===== src/hw/rtl/tcce_pkg.sv =====
// Package for the text console character engine: geometry, field widths,
// character codes, operation codes, controller states and the command/status structs.
// Depends on nothing; every other file of the block but tcce_ram imports it.
package tcce_pkg;

    localparam int SCREEN_COLS = 80;
    localparam int SCREEN_ROWS = 25;
    localparam int CELL_COUNT  = SCREEN_COLS * SCREEN_ROWS;
    localparam int ADDR_W      = $clog2(CELL_COUNT);
    localparam int PTR_W       = $clog2(CELL_COUNT + 1);

    localparam int OP_W     = 3;
    localparam int CHAR_W   = 8;
    localparam int COL_W    = 7;
    localparam int ROW_W    = 5;
    localparam int OFFSET_W = 11;
    localparam int CELL_W   = 16;
    localparam int ATTR_W   = 8;

    localparam int APB_ADDR_W = 3;
    localparam int APB_DATA_W = 32;

    localparam logic [ATTR_W-1:0] COLOUR_RESET = 8'h0F;
    localparam logic [CELL_W-1:0] CELL_RESET   = 16'h0F20;

    localparam logic [CHAR_W-1:0] CH_BS    = 8'h08;
    localparam logic [CHAR_W-1:0] CH_TAB   = 8'h09;
    localparam logic [CHAR_W-1:0] CH_LF    = 8'h0A;
    localparam logic [CHAR_W-1:0] CH_CR    = 8'h0D;
    localparam logic [CHAR_W-1:0] CH_SPACE = 8'h20;

    localparam int TAB_STOP = 8;
    localparam logic [COL_W:0] TAB_MASK = ~((COL_W + 1)'(TAB_STOP - 1));

    typedef enum logic [OP_W-1:0] {
        OP_PUT   = 3'd0,
        OP_MARK  = 3'd1,
        OP_SET   = 3'd2,
        OP_CLEAR = 3'd3,
        OP_READ  = 3'd4
    } tcce_op_t;

    typedef enum logic [3:0] {
        ST_INIT,
        ST_IDLE,
        ST_EXEC,
        ST_READ,
        ST_SCAN_RD,
        ST_SCAN_CK,
        ST_SCROLL,
        ST_FILL
    } tcce_state_t;

    // What an executed operation still needs after its first cycle
    typedef enum logic [2:0] {
        FOLLOW_NONE,
        FOLLOW_READ,
        FOLLOW_SCAN,
        FOLLOW_SCROLL,
        FOLLOW_FILL
    } tcce_follow_t;

    typedef struct packed {
        logic load_item;
        logic exec;
        logic push;
        logic push_cell;
        logic scan_read;
        logic scan_step;
        logic scan_finish;
        logic scroll_step;
        logic fill_load;
        logic fill_step;
        logic fill_init;
    } tcce_cmd_t;

    typedef struct packed {
        tcce_follow_t follow;
        logic         scan_at_zero;
        logic         scan_space;
        logic         scroll_done;
        logic         fill_last;
    } tcce_stat_t;

    typedef struct packed {
        logic [COL_W-1:0]    cursor_col;
        logic [ROW_W-1:0]    cursor_row;
        logic [OFFSET_W-1:0] cursor_offset;
        logic [CELL_W-1:0]   cell_data;
        logic                before_input_start;
        logic                request_ignored;
    } tcce_result_t;

    function automatic logic [ADDR_W-1:0] cell_addr(input logic [ROW_W-1:0] row,
                                                    input logic [COL_W-1:0] col);
        return ADDR_W'(int'(row) * SCREEN_COLS + int'(col));
    endfunction

    function automatic logic [OFFSET_W-1:0] linear_offset(input logic [ROW_W-1:0] row,
                                                          input logic [COL_W-1:0] col);
        return OFFSET_W'(int'(row) * SCREEN_COLS + int'(col));
    endfunction

endpackage


===== src/hw/rtl/tcce_ctrl.sv =====
// Controller of the text console engine: sequences each operation and owns the
// channel handshakes. Depends on tcce_pkg (states, command and status structs).
module tcce_ctrl (
    input  logic                clk,
    input  logic                rst_n,
    input  logic                in_valid,
    output logic                in_ready,
    output logic                out_valid,
    input  logic                out_ready,
    input  tcce_pkg::tcce_stat_t stat,
    output tcce_pkg::tcce_cmd_t  cmd
);
    import tcce_pkg::*;

    tcce_state_t state_reg, state_next;
    logic        out_valid_reg, out_valid_next;
    logic        out_free;

    always_ff @(posedge clk or negedge rst_n)
    begin
        if (!rst_n)
        begin
            state_reg     <= ST_INIT;
            out_valid_reg <= 1'b0;
        end
        else
        begin
            state_reg     <= state_next;
            out_valid_reg <= out_valid_next;
        end
    end

    assign out_free = !out_valid_reg || out_ready;

    always_comb
    begin
        state_next = state_reg;
        cmd        = '0;
        in_ready   = 1'b0;
        case (state_reg)
            ST_INIT:
            begin
                cmd.fill_step = 1'b1;
                cmd.fill_init = 1'b1;
                if (stat.fill_last)
                begin
                    state_next = ST_IDLE;
                end
            end
            ST_IDLE:
            begin
                in_ready = 1'b1;
                if (in_valid)
                begin
                    cmd.load_item = 1'b1;
                    state_next    = ST_EXEC;
                end
            end
            ST_EXEC:
            begin
                // hold until the result slot is free so later pushes never collide
                if (out_free)
                begin
                    cmd.exec = 1'b1;
                    case (stat.follow)
                        FOLLOW_NONE:
                        begin
                            cmd.push   = 1'b1;
                            state_next = ST_IDLE;
                        end
                        FOLLOW_READ:   state_next = ST_READ;
                        FOLLOW_SCAN:   state_next = ST_SCAN_RD;
                        FOLLOW_SCROLL: state_next = ST_SCROLL;
                        FOLLOW_FILL:   state_next = ST_FILL;
                        default:       state_next = ST_IDLE;
                    endcase
                end
            end
            ST_READ:
            begin
                cmd.push      = 1'b1;
                cmd.push_cell = 1'b1;
                state_next    = ST_IDLE;
            end
            ST_SCAN_RD:
            begin
                if (stat.scan_at_zero)
                begin
                    cmd.scan_finish = 1'b1;
                    cmd.push        = 1'b1;
                    state_next      = ST_IDLE;
                end
                else
                begin
                    cmd.scan_read = 1'b1;
                    state_next    = ST_SCAN_CK;
                end
            end
            ST_SCAN_CK:
            begin
                if (stat.scan_space)
                begin
                    cmd.scan_step = 1'b1;
                    state_next    = ST_SCAN_RD;
                end
                else
                begin
                    cmd.scan_finish = 1'b1;
                    cmd.push        = 1'b1;
                    state_next      = ST_IDLE;
                end
            end
            ST_SCROLL:
            begin
                if (stat.scroll_done)
                begin
                    cmd.fill_load = 1'b1;
                    state_next    = ST_FILL;
                end
                else
                begin
                    cmd.scroll_step = 1'b1;
                end
            end
            ST_FILL:
            begin
                cmd.fill_step = 1'b1;
                if (stat.fill_last)
                begin
                    cmd.push   = 1'b1;
                    state_next = ST_IDLE;
                end
            end
            default:
            begin
                state_next = ST_IDLE;
            end
        endcase
    end

    always_comb
    begin
        if (cmd.push)
        begin
            out_valid_next = 1'b1;
        end
        else if (out_ready)
        begin
            out_valid_next = 1'b0;
        end
        else
        begin
            out_valid_next = out_valid_reg;
        end
    end

    assign out_valid = out_valid_reg;
endmodule


===== config.mk =====
export PLATFORM = sky130hd
export DESIGN_NAME = tcce_ctrl
export DESIGN_NICKNAME = d
export VERILOG_FILES = /design/src/hw/rtl/tcce_pkg.sv /design/src/hw/rtl/tcce_ctrl.sv
export SDC_FILE = /design/constraint.sdc
export NUM_CORES = 1
export LEC_CHECK = 0
export BUFFER_PORTS_ARGS = -buffer_cell sky130_fd_sc_hd__buf_4
export CAP_MARGIN = 30
export CORE_AREA = 2 2 39 41
export CTS_BUF_LIST = sky130_fd_sc_hd__clkbuf_8
export CTS_CLUSTER_SIZE = 24
export DETAILED_ROUTE_END_ITERATION = 12
export DIE_AREA = 0 0 41 43
export GPL_ROUTABILITY_DRIVEN = 0
export MAX_ROUTING_LAYER = met4
export PLACE_DENSITY = 0.63
export RECOVER_POWER = 100
export SLEW_MARGIN = 15
export SYNTH_ARGS = -nofsm -noshare
export SYNTH_HDL_FRONTEND = slang
export SYNTH_SLANG_ARGS = --single-unit

===== constraint.sdc =====
create_clock -name clk -period 1.4 [get_ports clk]
set_clock_uncertainty 0.15 [all_clocks]
set_input_delay 0.07 -clock clk [delete_from_list [all_inputs] [get_ports clk]]
set_output_delay 0.07 -clock clk [all_outputs]
set_load 0.03 [all_outputs]

Yosys cells after proc, flatten, opt, wreduce, memory -nomap -nowiden
Cells that the tools add are included.
{"block": "classes", "eq_ne": 15, "div": 0, "n_lt_le_gt_ge": 0, "n_reduce_logical": 7, "n_addsub": 0, "n_mux": 31, "shifts": 0, "multipliers": 0, "bitwise_logic": 0}
{"cell": "one-hot mux 4 bit (6 select lines)", "count": 1}
{"cell": "2-to-1 mux 1 bit", "count": 19}
{"cell": "== test 4 x 3 -> 1 bit, second input constant", "count": 4}
{"cell": "2-to-1 mux 4 bit", "count": 4}
{"cell": "one-hot mux 3 bit (4 select lines)", "count": 1}
{"cell": "== test 4 x 2 -> 1 bit, second input constant", "count": 2}
{"cell": "== test 3 x 2 -> 1 bit, second input constant", "count": 2}
{"cell": "2-to-1 mux 3 bit", "count": 2}
{"cell": "inequality test 2 bit, second input constant", "count": 3}
{"cell": "one-hot mux 1 bit (5 select lines)", "count": 1}
{"cell": "== test 4 x 1 -> 1 bit, second input constant", "count": 1}
{"cell": "zero test 4 bit", "count": 1}
{"cell": "2-to-1 mux 2 bit", "count": 2}
{"cell": "AND reduction 4 bit", "count": 1}
{"cell": "== test 3 x 1 -> 1 bit, second input constant", "count": 1}
{"cell": "== test 3 bit, second input constant", "count": 1}
{"cell": "zero test 3 bit", "count": 1}
{"cell": "inequality test 2 x 1 -> 1 bit, second input constant", "count": 1}
{"cell": "one-hot mux 1 bit (2 select lines)", "count": 1}
{"cell": "nonzero test 2 bit", "count": 1}
{"cell": "OR reduction 2 bit", "count": 1}
{"cell": "zero test 1 bit", "count": 1}
{"cell": "logical OR 1 bit", "count": 1}
{"block": "totals", "n_memories": 0, "mem_bits_rw": 0, "latchBits": 0, "rom_bits": 0, "ff_bits": 5, "wordCells": 55}

Longest topological paths before layout
{"block": "depth", "ltp_word": 5, "mapped_depth": 6}

Worst setup path before layout
No wires, ideal clock.
{"block": "synth_timing", "path_kind": "reg2out", "start": "register state_reg[2]", "end": "output port cmd[1] (netlist name)", "path_slack_ns": -0.604, "t_arrival_ns": 1.784, "required_time_ns": 1.180, "stages_incl_launch_ff": 5, "path_cell_list": "dfrtp_1 buf_4 clkbuf_1 nor3_1 o21bai_1"}
{"element": "start, declared", "line_no": "tcce_ctrl.sv:15", "rtl": "tcce_state_t state_reg, state_next;"}
{"element": "start signal, assigned", "line_no": "tcce_ctrl.sv:28", "rtl": "state_reg <= state_next;"}
{"element": "end, declared", "line_no": "tcce_ctrl.sv:11", "rtl": "output tcce_pkg::tcce_cmd_t cmd"}

==> metrics.cfg <==
[status]
status=finished with violations
violations=setup timing

[placement]
placed_area_um2=771
dp_hpwl_um=1130
port_buffers=23
place_ws_ps=-108

[global_route]
grtUsageMet2_pct=35.3
grt_use_met3_pct=5.24
antenna_found_initial=0
grt_pass1_wl_um=2760
track_usage_pct=23.9
grtUsageMet1_pct=30.4
grt_max_degree=11
gr-total-overflow=0
grt_pass1_vias=602
busiest_layer=met2

[setup_path]
startpoint_type=flip-flop
path_max_fanout=6
crit_type=flip-flop to primary output
critPathSlowestCell=dfrtp_2
required_ps=1180
crit_top_cell=buf_6
slowest_delay_ps=450
crit_arrival_ps=1390
cp-end-kind=primary output
cp_cell_sequence=buf_6 -> o22ai_4 -> o21ai_2 -> a21o_1 -> buf_6

[timing]
rsz0062_at_grt=true
hold_violations=0
fmax_mhz=623
finalCritPeriodShare_pct=115
hold_ws_ps=57.9
min_period_ps=1610
setup_ws_ps=-206
relSlewSlack_pct=74.1
setup_viol=15
maxSlewViolCount=0
tightest_slew_ps=387

[die]
num_rows=14
core_area_um2=1380
die_x_um=41
dieArea_um2=1760
die_h_um=43
initial_utilization_pct=33.4
ioPinCount=24

[logic_synthesis]
synth_cells=63
yosys_warnings=0
synth_xor_area_share_pct=0
synthTopCellsByArea=dfrtp_1 22%, nor2b_1 9.5%, nor3_1 6.5%
synth_top_family_by_area=simple AND/OR/NAND/NOR gates
synth.top_cell.area_share_pct=21.7
yosys.area_share.simple_pct=36.9
syn_nets=74
synth-seq-area-share_pct=21.7
synth_compound_area_share_pct=30.6
synthDistinctLibCells=32
avgSynthCellArea_um2=7.33
synthMuxAreaShare_pct=0
synth_fa_ha_area_share_pct=0
ys_ff_latch=4
yosys.area.top_type=dfrtp_1
synth_area_um2=462

[finish]
num_antenna_cells=0
final_cell_area_um2=1020
largest_reg_flops=3
layout_commonest_cell=buf_4
fillerInstances=103
area_delta_synth_final_pct=121
drive_gt1_share_pct=67.6
final_cell_mix=27 x buf_4, 15 x buf_6, 6 x nand2_1, 4 x nor2b_4
num-nets-final=118

[route]
drc=0
firstDrtPassIters=4
via_count=648
initialDrtViolationCount=11
wl_um=1790
wl_per_cell_um=14.8
ant_nets=0
avgViaCountPerCell=5.36

[power_and_ir_drop]
ir_drop_v=0.00171
p_leak_nw=0.455
power_per_cell_area_nw_per_um2=2170
total_power_mw=2.22

[clock_network]
numCtsBuffers=3
cts_tree=done
clk_latency_ps=220
clk_path_buf_depth=2
path_clk_slew_ps=30
htreeDepth=1
cts.sinks=4
cts_root_buffer=clkbuf_8

[worst_hold_path]
hold_class=input pin to asynchronous set/reset pin

[job]
maxCapViolCount=0

worst paths after layout:
path | from | end | slack (ps) | cells after the start
worst max-delay path | state_reg[1] | cmd[8] | -210 | 5
min in group clk | in_valid | state_reg[1] | 60 | 3
max in group asynchronous | rst_n | state_reg[2] | 850 | 2
worst min-delay path | rst_n | out_valid | 60 | 2
worst max register to register | state_reg[0] | state_reg[2] | -130 | 5
worst min register to register | state_reg[2] | state_reg[1] | 510 | 2
timing repair:
action | in CTS | in global routing
endpoints found under the hold margin | 4 | 0
pin swaps | 11 | 2
setup buffers | 8 | 1
hold buffers | 1 | 0
gates resized for setup | 30 | 6
endpoints found under the setup margin | 15 | 16
critical path, delay by kind of cell (launching register included):
family | cells | cell delay, ps
AOI/OAI and AO/OA | 3 | 430
buffers and inverters | 2 | 290
DFF | 1 | 450
cells in the mapped netlist:
cell       number
o31ai_1         3
nor2b_1         7
o21ai_1         1
nor2_1          4
nor3_1          6
or3_1           1
o21a_1          2
a31oi_1         1
dfrtp_1         4
inv_1           2
and2_1          1
buf_2           1
nand2_1         6
nand3b_1        1
nor3b_1         2
buf_6           1
buf_4           2
nand3_1         1
a311oi_2        1
o21ai_0         2
inv_2           1
o22ai_1         2
o2111ai_1       1
clkbuf_1        2
a211o_1         1
o21bai_1        1
a21oi_2         1
a21oi_1         1
o41ai_1         1
and3_1          1
a21o_1          1
nor3b_2         1
cell families (layout without fill, tap and decap cells):
group | Yosys count | count (layout)
AND/OR/NAND/NOR | 31 | 31
AO/OA/AOI/OAI | 19 | 19
buffers and inverters | 9 | 51
flip-flops | 4 | 4
power breakdown:
group	total (mW)	switching, mW	internal, mW
sequential	0.261	0.0955	0.166
combinational	1.71	0.823	0.891
clock	0.245	0.0619	0.183
through the flow:
step / util, % / TNS [ps] / std cells
final: 73.8 / -1600 / 121
after detailed placement: 55.7 / -387 / 108
after global placement: 55.7 / -243 / 108
after floorplan: - / -266 / 63
after global routing: 73.8 / -2360 / 121
after CTS: 72.0 / -1300 / 120
per-layer routing:
layer  vias up  part of all wire [%]
met5         -                     0
met4         0                  0.89
met1       316                    43
met2        15                    52
met3         2                   4.0
li1        315                     -
area by class of cell:
class / count / area, µm² / share of cell area, %
Sequential cell: 4 / 104 / 10.2
Multi-Input combinational cell: 50 / 453 / 44.4
Inverter: 3 / 13.8 / 1.35
Clock buffer: 3 / 41.3 / 4.04
Tap cell: 16 / 20.0 / 1.96
Timing Repair Buffer: 45 / 389 / 38.1
Power figures use the tool's default switching activity.
