--- src/hw/rtl/tcce_pkg.sv ---
// Package for the text console character engine: geometry, field widths,
// character codes, operation codes, controller states and the command/status structs.
// Depends on nothing; every other file of the block but tcce_ram imports it.
package tcce_pkg;

    localparam int SCREEN_COLS = 80;
    localparam int SCREEN_ROWS = 25;
    localparam int CELL_COUNT  = SCREEN_COLS * SCREEN_ROWS;
    localparam int ADDR_W      = $clog2(CELL_COUNT);
    localparam int PTR_W       = $clog2(CELL_COUNT + 1);

    localparam int OP_W     = 3;
    localparam int CHAR_W   = 8;
    localparam int COL_W    = 7;
    localparam int ROW_W    = 5;
    localparam int OFFSET_W = 11;
    localparam int CELL_W   = 16;
    localparam int ATTR_W   = 8;

    localparam int APB_ADDR_W = 3;
    localparam int APB_DATA_W = 32;

    localparam logic [ATTR_W-1:0] COLOUR_RESET = 8'h0F;
    localparam logic [CELL_W-1:0] CELL_RESET   = 16'h0F20;

    localparam logic [CHAR_W-1:0] CH_BS    = 8'h08;
    localparam logic [CHAR_W-1:0] CH_TAB   = 8'h09;
    localparam logic [CHAR_W-1:0] CH_LF    = 8'h0A;
    localparam logic [CHAR_W-1:0] CH_CR    = 8'h0D;
    localparam logic [CHAR_W-1:0] CH_SPACE = 8'h20;

    localparam int TAB_STOP = 8;
    localparam logic [COL_W:0] TAB_MASK = ~((COL_W + 1)'(TAB_STOP - 1));

    typedef enum logic [OP_W-1:0] {
        OP_PUT   = 3'd0,
        OP_MARK  = 3'd1,
        OP_SET   = 3'd2,
        OP_CLEAR = 3'd3,
        OP_READ  = 3'd4
    } tcce_op_t;

    typedef enum logic [3:0] {
        ST_INIT,
        ST_IDLE,
        ST_EXEC,
        ST_READ,
        ST_SCAN_RD,
        ST_SCAN_CK,
        ST_SCROLL,
        ST_FILL
    } tcce_state_t;

    // What an executed operation still needs after its first cycle
    typedef enum logic [2:0] {
        FOLLOW_NONE,
        FOLLOW_READ,
        FOLLOW_SCAN,
        FOLLOW_SCROLL,
        FOLLOW_FILL
    } tcce_follow_t;

    typedef struct packed {
        logic load_item;
        logic exec;
        logic push;
        logic push_cell;
        logic scan_read;
        logic scan_step;
        logic scan_finish;
        logic scroll_step;
        logic fill_load;
        logic fill_step;
        logic fill_init;
    } tcce_cmd_t;

    typedef struct packed {
        tcce_follow_t follow;
        logic         scan_at_zero;
        logic         scan_space;
        logic         scroll_done;
        logic         fill_last;
    } tcce_stat_t;

    typedef struct packed {
        logic [COL_W-1:0]    cursor_col;
        logic [ROW_W-1:0]    cursor_row;
        logic [OFFSET_W-1:0] cursor_offset;
        logic [CELL_W-1:0]   cell_data;
        logic                before_input_start;
        logic                request_ignored;
    } tcce_result_t;

    function automatic logic [ADDR_W-1:0] cell_addr(input logic [ROW_W-1:0] row,
                                                    input logic [COL_W-1:0] col);
        return ADDR_W'(int'(row) * SCREEN_COLS + int'(col));
    endfunction

    function automatic logic [OFFSET_W-1:0] linear_offset(input logic [ROW_W-1:0] row,
                                                          input logic [COL_W-1:0] col);
        return OFFSET_W'(int'(row) * SCREEN_COLS + int'(col));
    endfunction

endpackage

--- src/hw/rtl/tcce_datapath.sv ---
// Datapath of the text console engine: cursor and mark registers, item latch,
// store address generation, sweep pointer and result register. Depends on tcce_pkg.
module tcce_datapath (
    input  logic                          clk,
    input  logic                          rst_n,
    input  logic [tcce_pkg::OP_W-1:0]     op,
    input  logic [tcce_pkg::CHAR_W-1:0]   char_code,
    input  logic [tcce_pkg::COL_W-1:0]    target_col,
    input  logic [tcce_pkg::ROW_W-1:0]    target_row,
    input  logic [tcce_pkg::ATTR_W-1:0]   text_colour,
    input  tcce_pkg::tcce_cmd_t           cmd,
    output tcce_pkg::tcce_stat_t          stat,
    output logic                          ram_we,
    output logic [tcce_pkg::ADDR_W-1:0]   ram_waddr,
    output logic [tcce_pkg::CELL_W-1:0]   ram_wdata,
    output logic                          ram_re,
    output logic [tcce_pkg::ADDR_W-1:0]   ram_raddr,
    input  logic [tcce_pkg::CELL_W-1:0]   ram_rdata,
    output tcce_pkg::tcce_result_t        result
);
    import tcce_pkg::*;

    // item latch (payload, no reset)
    logic [OP_W-1:0]   op_reg;
    logic [CHAR_W-1:0] ch_reg;
    logic [COL_W-1:0]  tc_reg;
    logic [ROW_W-1:0]  tr_reg;

    logic [COL_W-1:0]  col_reg, col_next;
    logic [ROW_W-1:0]  row_reg, row_next;
    logic [COL_W-1:0]  mark_col_reg, mark_col_next;
    logic [ROW_W-1:0]  mark_row_reg, mark_row_next;
    logic [PTR_W-1:0]  ptr_reg, ptr_next;
    logic              pend_reg, pend_next;
    logic [ADDR_W-1:0] waddr_reg, waddr_next;
    tcce_result_t      result_reg, result_next;

    logic              in_range;
    logic [CELL_W-1:0] blank;
    logic [COL_W:0]    col_w;
    logic [ROW_W:0]    row_w;
    logic              put_we;
    logic [ADDR_W-1:0] put_addr;
    logic [CELL_W-1:0] put_data;
    logic              scan_go;
    logic              scroll_go;
    logic              bs_allowed;
    logic [COL_W:0]    col_inc;
    logic              ptr_at_end;

    assign in_range   = (int'(tc_reg) < SCREEN_COLS) && (int'(tr_reg) < SCREEN_ROWS);
    assign blank      = {text_colour, CH_SPACE};
    assign ptr_at_end = (ptr_reg == PTR_W'(CELL_COUNT));
    assign bs_allowed = (row_reg > mark_row_reg) ||
                        ((row_reg == mark_row_reg) && ((col_reg - 1'b1) >= mark_col_reg));

    // put-character cursor movement, before the scroll fold
    always_comb
    begin
        col_w    = {1'b0, col_reg};
        row_w    = {1'b0, row_reg};
        put_we   = 1'b0;
        put_addr = cell_addr(row_reg, col_reg);
        put_data = {text_colour, ch_reg};
        scan_go  = 1'b0;
        case (ch_reg)
            CH_LF:
            begin
                col_w = '0;
                row_w = row_w + 1'b1;
            end
            CH_CR:
            begin
                col_w = '0;
            end
            CH_TAB:
            begin
                col_w = (col_w + (COL_W + 1)'(TAB_STOP)) & TAB_MASK;
            end
            CH_BS:
            begin
                if (col_reg != '0)
                begin
                    if (bs_allowed)
                    begin
                        col_w    = col_w - 1'b1;
                        put_we   = 1'b1;
                        put_addr = cell_addr(row_reg, col_reg - 1'b1);
                        put_data = blank;
                    end
                end
                else if ((row_reg != '0) && (row_reg > mark_row_reg))
                begin
                    // drop to the previous row and scan back for its last character
                    scan_go = 1'b1;
                    row_w   = row_w - 1'b1;
                    col_w   = (COL_W + 1)'(SCREEN_COLS - 1);
                end
            end
            default:
            begin
                put_we = 1'b1;
                col_w  = col_w + 1'b1;
            end
        endcase
        if (int'(col_w) >= SCREEN_COLS)
        begin
            col_w = '0;
            row_w = row_w + 1'b1;
        end
        scroll_go = (int'(row_w) >= SCREEN_ROWS);
    end

    always_comb
    begin
        col_next      = col_reg;
        row_next      = row_reg;
        mark_col_next = mark_col_reg;
        mark_row_next = mark_row_reg;
        ptr_next      = ptr_reg;
        pend_next     = pend_reg;
        waddr_next    = waddr_reg;
        ram_we        = 1'b0;
        ram_waddr     = put_addr;
        ram_wdata     = put_data;
        ram_re        = 1'b0;
        ram_raddr     = cell_addr(row_reg, col_reg);
        col_inc       = {1'b0, col_reg} + 1'b1;
        stat.follow   = FOLLOW_NONE;

        stat.scan_at_zero = (col_reg == '0);
        stat.scan_space   = (ram_rdata[CHAR_W-1:0] == CH_SPACE);
        stat.scroll_done  = ptr_at_end && !pend_reg;
        stat.fill_last    = (ptr_reg == PTR_W'(CELL_COUNT - 1));

        case (op_reg)
            OP_PUT:
            begin
                if (scan_go)
                begin
                    stat.follow = FOLLOW_SCAN;
                end
                else if (scroll_go)
                begin
                    stat.follow = FOLLOW_SCROLL;
                end
            end
            OP_CLEAR: stat.follow = FOLLOW_FILL;
            OP_READ:
            begin
                if (in_range)
                begin
                    stat.follow = FOLLOW_READ;
                end
            end
            default: stat.follow = FOLLOW_NONE;
        endcase

        if (cmd.exec)
        begin
            case (op_reg)
                OP_PUT:
                begin
                    ram_we   = put_we;
                    col_next = col_w[COL_W-1:0];
                    if (scroll_go)
                    begin
                        row_next  = ROW_W'(SCREEN_ROWS - 1);
                        ptr_next  = PTR_W'(SCREEN_COLS);
                        pend_next = 1'b0;
                        if (mark_row_reg != '0)
                        begin
                            mark_row_next = mark_row_reg - 1'b1;
                        end
                    end
                    else
                    begin
                        row_next = row_w[ROW_W-1:0];
                    end
                end
                OP_MARK:
                begin
                    mark_col_next = col_reg;
                    mark_row_next = row_reg;
                end
                OP_SET:
                begin
                    if (in_range)
                    begin
                        col_next = tc_reg;
                        row_next = tr_reg;
                    end
                end
                OP_CLEAR:
                begin
                    col_next = '0;
                    row_next = '0;
                    ptr_next = '0;
                end
                OP_READ:
                begin
                    ram_re    = in_range;
                    ram_raddr = cell_addr(tr_reg, tc_reg);
                end
                default:
                begin
                    col_next = col_reg;
                end
            endcase
        end

        if (cmd.scan_read)
        begin
            ram_re = 1'b1;
        end
        if (cmd.scan_step)
        begin
            col_next = col_reg - 1'b1;
        end
        if (cmd.scan_finish)
        begin
            if (int'(col_inc) >= SCREEN_COLS)
            begin
                col_inc = (COL_W + 1)'(SCREEN_COLS - 1);
            end
            if ((row_reg == mark_row_reg) && (col_inc < {1'b0, mark_col_reg}))
            begin
                col_inc = {1'b0, mark_col_reg};
            end
            col_next = col_inc[COL_W-1:0];
        end

        // scroll: read cell i, write it one row up on the next cycle
        if (cmd.scroll_step)
        begin
            ram_raddr  = ptr_reg[ADDR_W-1:0];
            ram_re     = !ptr_at_end;
            ram_we     = pend_reg;
            ram_waddr  = waddr_reg;
            ram_wdata  = ram_rdata;
            pend_next  = !ptr_at_end;
            waddr_next = ADDR_W'(ptr_reg - PTR_W'(SCREEN_COLS));
            if (!ptr_at_end)
            begin
                ptr_next = ptr_reg + 1'b1;
            end
        end
        if (cmd.fill_load)
        begin
            ptr_next = PTR_W'((SCREEN_ROWS - 1) * SCREEN_COLS);
        end
        if (cmd.fill_step)
        begin
            ram_we    = 1'b1;
            ram_waddr = ptr_reg[ADDR_W-1:0];
            ram_wdata = cmd.fill_init ? CELL_RESET : blank;
            ptr_next  = ptr_reg + 1'b1;
        end
    end

    // result reflects the state as it stands after this cycle
    always_comb
    begin
        result_next.cursor_col         = col_next;
        result_next.cursor_row         = row_next;
        result_next.cursor_offset      = linear_offset(row_next, col_next);
        result_next.cell_data          = cmd.push_cell ? ram_rdata : '0;
        result_next.before_input_start = (row_next < mark_row_next) ||
                                         ((row_next == mark_row_next) &&
                                          (col_next <= mark_col_next));
        result_next.request_ignored    = ((op_reg == OP_SET) || (op_reg == OP_READ)) &&
                                         !in_range;
    end

    always_ff @(posedge clk or negedge rst_n)
    begin
        if (!rst_n)
        begin
            col_reg      <= '0;
            row_reg      <= '0;
            mark_col_reg <= '0;
            mark_row_reg <= '0;
            ptr_reg      <= '0;
            pend_reg     <= 1'b0;
        end
        else
        begin
            col_reg      <= col_next;
            row_reg      <= row_next;
            mark_col_reg <= mark_col_next;
            mark_row_reg <= mark_row_next;
            ptr_reg      <= ptr_next;
            pend_reg     <= pend_next;
        end
    end

    always_ff @(posedge clk)
    begin
        waddr_reg <= waddr_next;
        if (cmd.load_item)
        begin
            op_reg <= op;
            ch_reg <= char_code;
            tc_reg <= target_col;
            tr_reg <= target_row;
        end
        if (cmd.push)
        begin
            result_reg <= result_next;
        end
    end

    assign result = result_reg;
endmodule

--- config.mk ---
export PLATFORM = sky130hd
export DESIGN_NAME = tcce_datapath
export DESIGN_NICKNAME = d
export VERILOG_FILES = /design/src/hw/rtl/tcce_pkg.sv /design/src/hw/rtl/tcce_datapath.sv
export SDC_FILE = /design/constraint.sdc
export NUM_CORES = 1
export LEC_CHECK = 0
export BUFFER_PORTS_ARGS = -buffer_cell sky130_fd_sc_hd__buf_2
export CAP_MARGIN = 25
export CORE_MARGIN = 1.5
export CORE_UTILIZATION = 58
export CTS_CLUSTER_DIAMETER = 50
export DETAILED_ROUTE_END_ITERATION = 10
export GPL_TIMING_DRIVEN = 1
export PLACE_DENSITY_LB_ADDON = 0.25
export RECOVER_POWER = 25
export SKIP_LAST_GASP = 1
export SYNTH_ARGS = -nofsm -noshare
export SYNTH_HDL_FRONTEND = slang
export SYNTH_SLANG_ARGS = --single-unit
--- constraint.sdc ---
create_clock -name clk -period 7.44 [get_ports clk]
set_input_delay 0.372 -clock clk [delete_from_list [all_inputs] [get_ports clk]]
set_output_delay 0.372 -clock clk [all_outputs]
set_load 0.02 [all_outputs]
# After elaboration in Yosys (flattened, before gate mapping)
# Index checks and enable logic that the tools add are counted.
[totals] ram_bits=0 latchBits=0 in_bits=60 memories=0 output_inout_bits=88 word_cells=151 regBits=111 mem_bits_ro=0
[op_classes] n_div=0 eq_ne=13 reduce_logical=24 n_bitwise=0 n_addsub=14 muxes=70 shift=0 magnitude_cmp=10 n_mul=3
[ops] operator="two-way mux 11 bit" n=14
[ops] operator="two-way mux 7 bit" n=9
[ops] operator="two-way mux 8 bit" n=7
[ops] operator="two-way mux 16 bit" n=3
[ops] operator="adder 11 x 7 -> 11 bit" n=3
[ops] operator="== test 8 x 4 -> 1 bit (second input constant)" n=4
[ops] operator="two-way mux 5 bit" n=6
[ops] operator="one-hot mux 8 bit (3 select lines)" n=1
[ops] operator="== test 11 bit (second input constant)" n=2
[ops] operator="one-hot mux 11 bit (2 select lines)" n=1
[ops] operator="multiplier 5 x 3 -> 7 bit (second input constant)" n=3
[ops] operator="one-hot mux 7 bit (3 select lines)" n=1
[ops] operator="two-way mux 1 bit" n=18
[ops] operator="two-way mux 6 bit" n=3
[ops] operator="greater-or-equal comparator 8 x 7 -> 1 bit (second input constant)" n=2
[ops] operator="one-hot mux 5 bit (3 select lines)" n=1
[ops] operator="one-hot mux 6 bit (2 select lines)" n=1
[ops] operator="adder 11 x 1 -> 11 bit (second input constant)" n=1
[ops] operator="adder 11 x 8 -> 11 bit" n=1
[ops] operator="subtractor 11 x 7 -> 11 bit (second input constant)" n=1
[ops] operator="== test 5 bit" n=2
[ops] operator="one-hot mux 5 bit (2 select lines)" n=1
[ops] operator="nonzero test 5 bit" n=2
[ops] operator="one-hot mux 3 bit (3 select lines)" n=1
[ops] operator="other kinds (32)" n=46

# Depth between registers and ports, before layout
[depth] word_depth=17 mapped_depth=30 depth_no_buf=28

# Worst setup path after synthesis
# No wires, ideal clock.
[synth_timing] path_kind="register to register" startpoint="register col_reg[3]" endpoint="register result_reg (netlist bit result[28]) (data pin)" path_slack_ps=1092 required_ps=7173 path_buffers=2 period_less_slack_ps=6348 stages_incl_launch_ff=28 arrival_time_ps=6081 setup_time_ps=267 path_cell_list="dfrtp_1 -> clkbuf_1 -> inv_1 -> ha_1 -> inv_1 -> o21ai_0 -> and2_1 -> or2_2 -> ha_1 -> a21o_1 -> a21oi_1 -> nor2_1 -> or3_1 -> clkbuf_1 -> o311ai_0 -> o21a_1 -> nor2_4 -> or4_1 -> a21oi_1 -> o221ai_1 -> and2_1 -> ha_1 -> ha_1 -> fa_1 -> xor2_1 -> nand4_1 -> xnor2_1 -> xnor2_1"
[synth_rtl] item="from (decl)" line_no="tcce_datapath.sv:29" text="logic [COL_W-1:0] col_reg, col_next;"
[synth_rtl] item="from (signal assigned)" line_no="tcce_datapath.sv:288" text="col_reg <= col_next;"
[synth_rtl] item="to (signal assigned)" line_no="tcce_datapath.sv:309" text="result_reg <= result_next;"
[synth_rtl] item="to (decl)" line_no="tcce_datapath.sv:36" text="tcce_result_t result_reg, result_next;"

==> key figures <==
Clock tree
  – Setup Buffers After CTS: 0
  – Worst-Skew Late Latency: 0.37 ns
  – CTS tree: yes
  – Root Buffer: clkbuf_16
  – Cts bufs inserted: 9
  – Cts hold-fix bufs: 0
  – Sink Count: 107
  – H-tree depth: 3
  – Post-cts gate resize count: 0
  – Clock-pin slew on the worst setup and hold paths: 0.08 ns
  – Clock Path Buffers: 2

Placement
  – GP Congestion: 0.993
  – Dpl cells: 1246
  – Post-DP Area: 9550 µm²
  – DP Wirelength: 18400 µm
  – Input/output buffers: 147

Drt
  – Antenna Nets Post-Route: 0
  – Routed length per placed instance: 19.2 µm
  – Via count: 7856
  – DR iter-0 viols: 712
  – WL final: 24300 µm
  – DR pass1 iterations: 9
  – Number of remaining DRC errors: 3
  – Vias per cell: 6.22

Yosys
  – Post-synth EDFFs: 71
  – Dominant synthesized flop cell: edfxtp_1
  – Largest area contributor in the netlist: edfxtp_1
  – Yosys top cell area share: 24.4%
  – Synth unique cells: 84
  – Netlist Area Pre-Place: 8730 µm²
  – Synthesized Nets: 1100
  – Synth Instances: 958
  – Ranking of synthesized cells by area: edfxtp_1 (24%), ha_1 (11%), dfrtp_1 (10%)
  – Share of flip-flops with an asynchronous set or reset: 33.6%
  – Sequential fraction of the synthesis area: 34.7%
  – Avg Synthesized Cell Area: 9.12 µm²
  – Yosys reg bits: 107
  – Yosys warns: 0

Layout
  – Most frequent cells in the layout: buf_2 (145), nand2_1 (86), nor2_1 (82), ha_1 (75), edfxtp_1 (71)
  – Area Growth Syn to Fin: 12.8%
  – Fin nets: 1217
  – Max reg flops: 37
  – Design area: 9860 µm²
  – Non-filler cells in the finished layout: 1264
  – Layout cells sized above 1: 18.5%
  – Final design utilization: 67.3%
  – Most common cell after layout, fill and taps aside: buf_2
  – Inserted Diodes: 0

Timing
  – Max Freq: 145 MHz
  – Crit share post-route: 92.9%
  – Fin. Hold Viols: 0
  – Hold WS: 0.173 ns
  – Clk_skew: 0.00988 ns
  – Slew Limit Fails: 35
  – Unrepaired setup endpoints after global routing: no
  – TNS Setup: 0 ns
  – Slew @ Worst Pin: 2.30 ns
  – Worst slew margin: -53.1%
  – Min cycle time layout: 6.91 ns
  – Final Setup Violations: 0

Global route
  – Grt ovf: 0
  – Tot GR Track Use: 31.2%
  – Vias in the first global route: 7488
  – Initial antenna violation count: 0
  – First-pass GRT wire length: 38800 µm
  – Largest net degree at the start of global routing: 76

Run status
  – Failing checks: design-rule violations, max-capacitance violations, max-slew violations
  – Status: finished with violations

Floorplanning
  – Number of core rows: 44
  – Die Y-Extent: 126 µm
  – Width of the chip: 126 µm
  – Core ar.: 14600 µm²
  – Initial Util: 59.6%
  – Die area: 15800 µm²
  – Io pins: 148

Setup path
  – Slowest-stage cell, CP: or4_1
  – Highest cell delay on the worst timing path: 0.53 ns
  – Crit path required time: 7.54 ns
  – Setup crit end kind: register
  – WP buf/inv: 2
  – Critical path class: reg -> reg
  – CP max FO: 10
  – Critical path's top delay family: simple AND/OR/NAND/NOR gates
  – Most used cell, CP: ha_1
  – Worst Path Arrival: 7.01 ns
  – CP startpoint kind: register

Pwr
  – Max VDD drop: 0.136 mV
  – PD cells: 277 nW/µm²
  – LEAKAGE: 4.28 nW

Hold path
  – HP Class: in -> reg

Flow run
  – Max-cap violation count: 1
## area by class of cell
class	count	area, µm²
Inverter	53	199
Multi-Input combinational cell	747	5290
Clock buffer	9	225
Timing Repair Buffer	157	807
Fill cell	1209	4790
Tap cell	184	230
Sequential cell	107	3030
Clock inverter	7	71.3
## power breakdown
group	total [mW]	switching [mW]	internal, mW	leakage (nW)
clock network	0.482	0.244	0.237	0.146
logic	1.40	0.854	0.547	3.02
registers	0.849	0.101	0.749	1.11
## worst paths after layout
check / to / slack, ns / start / cells after the start
hold reg to reg: waddr_reg[1] / 0.53 / ptr_reg[1] / 0
min in group asynchronous: ptr_reg[1] / 0.34 / rst_n / 2
max in group asynchronous: col_reg[5] / 4.68 / rst_n / 3
hold / removal: ch_reg[2] / 0.17 / char_code[2] / 1
setup reg to reg: result[28] / 0.53 / col_reg[4] / 25
setup / recovery: result[28] / 0.53 / col_reg[4] / 25
## routing by layer
metal | GRT usage, % | routed length (µm)
met4 | 12.5 | 752
met2 | 50.3 | 11300
met5 | 0 | 0
met3 | 4.50 | 1890
met1 | 42.7 | 10400
## Yosys cell counts, types with 3 or more instances
cell / count
nand2_1: 86
nor2_1: 82
ha_1: 75
edfxtp_1: 71
a21oi_1: 63
o21ai_0: 62
inv_1: 51
mux2i_1: 45
clkbuf_1: 38
dfrtp_1: 36
xnor2_1: 33
and2_1: 20
nand3_1: 20
nor3_1: 18
xor2_1: 16
o21a_1: 14
a21o_1: 13
and3_1: 13
nor2b_1: 13
o21ai_1: 12
a22oi_1: 11
a211oi_1: 10
a31oi_1: 9
nand2b_1: 9
nand4_1: 9
o31ai_1: 9
fa_1: 7
o221ai_1: 7
o22ai_1: 7
buf_4: 6
buf_1: 5
nor3_2: 5
or3_1: 5
a22o_1: 4
nor4_1: 4
o211ai_1: 4
a221oi_1: 3
and4_1: 3
o2111ai_1: 3
o311ai_0: 3
## cells by family after synthesis
| logic type | after synthesis | share of synthesized area, % |
|---|---|---|
| simple gates | 306 | 18.0 |
| mux | 47 | 5.41 |
| compound gates | 262 | 19.7 |
| fa+ha+maj | 82 | 12.3 |
| buf+inv | 104 | 4.76 |
| xor+xnor | 50 | 5.10 |
| flops | 107 | 34.7 |
## metrics by stage
step,setup WS [ns],total power [mW]
6_report,0.528,2.73
5_1_grt,0.0146,2.91
4_1_cts,0.618,2.72
3_5_place_dp,0.627,2.24
3_3_place_gp,0.769,2.21
2_1_floorplan,1.09,1.84
No activity file was read; power rests on OpenSTA's default activity.
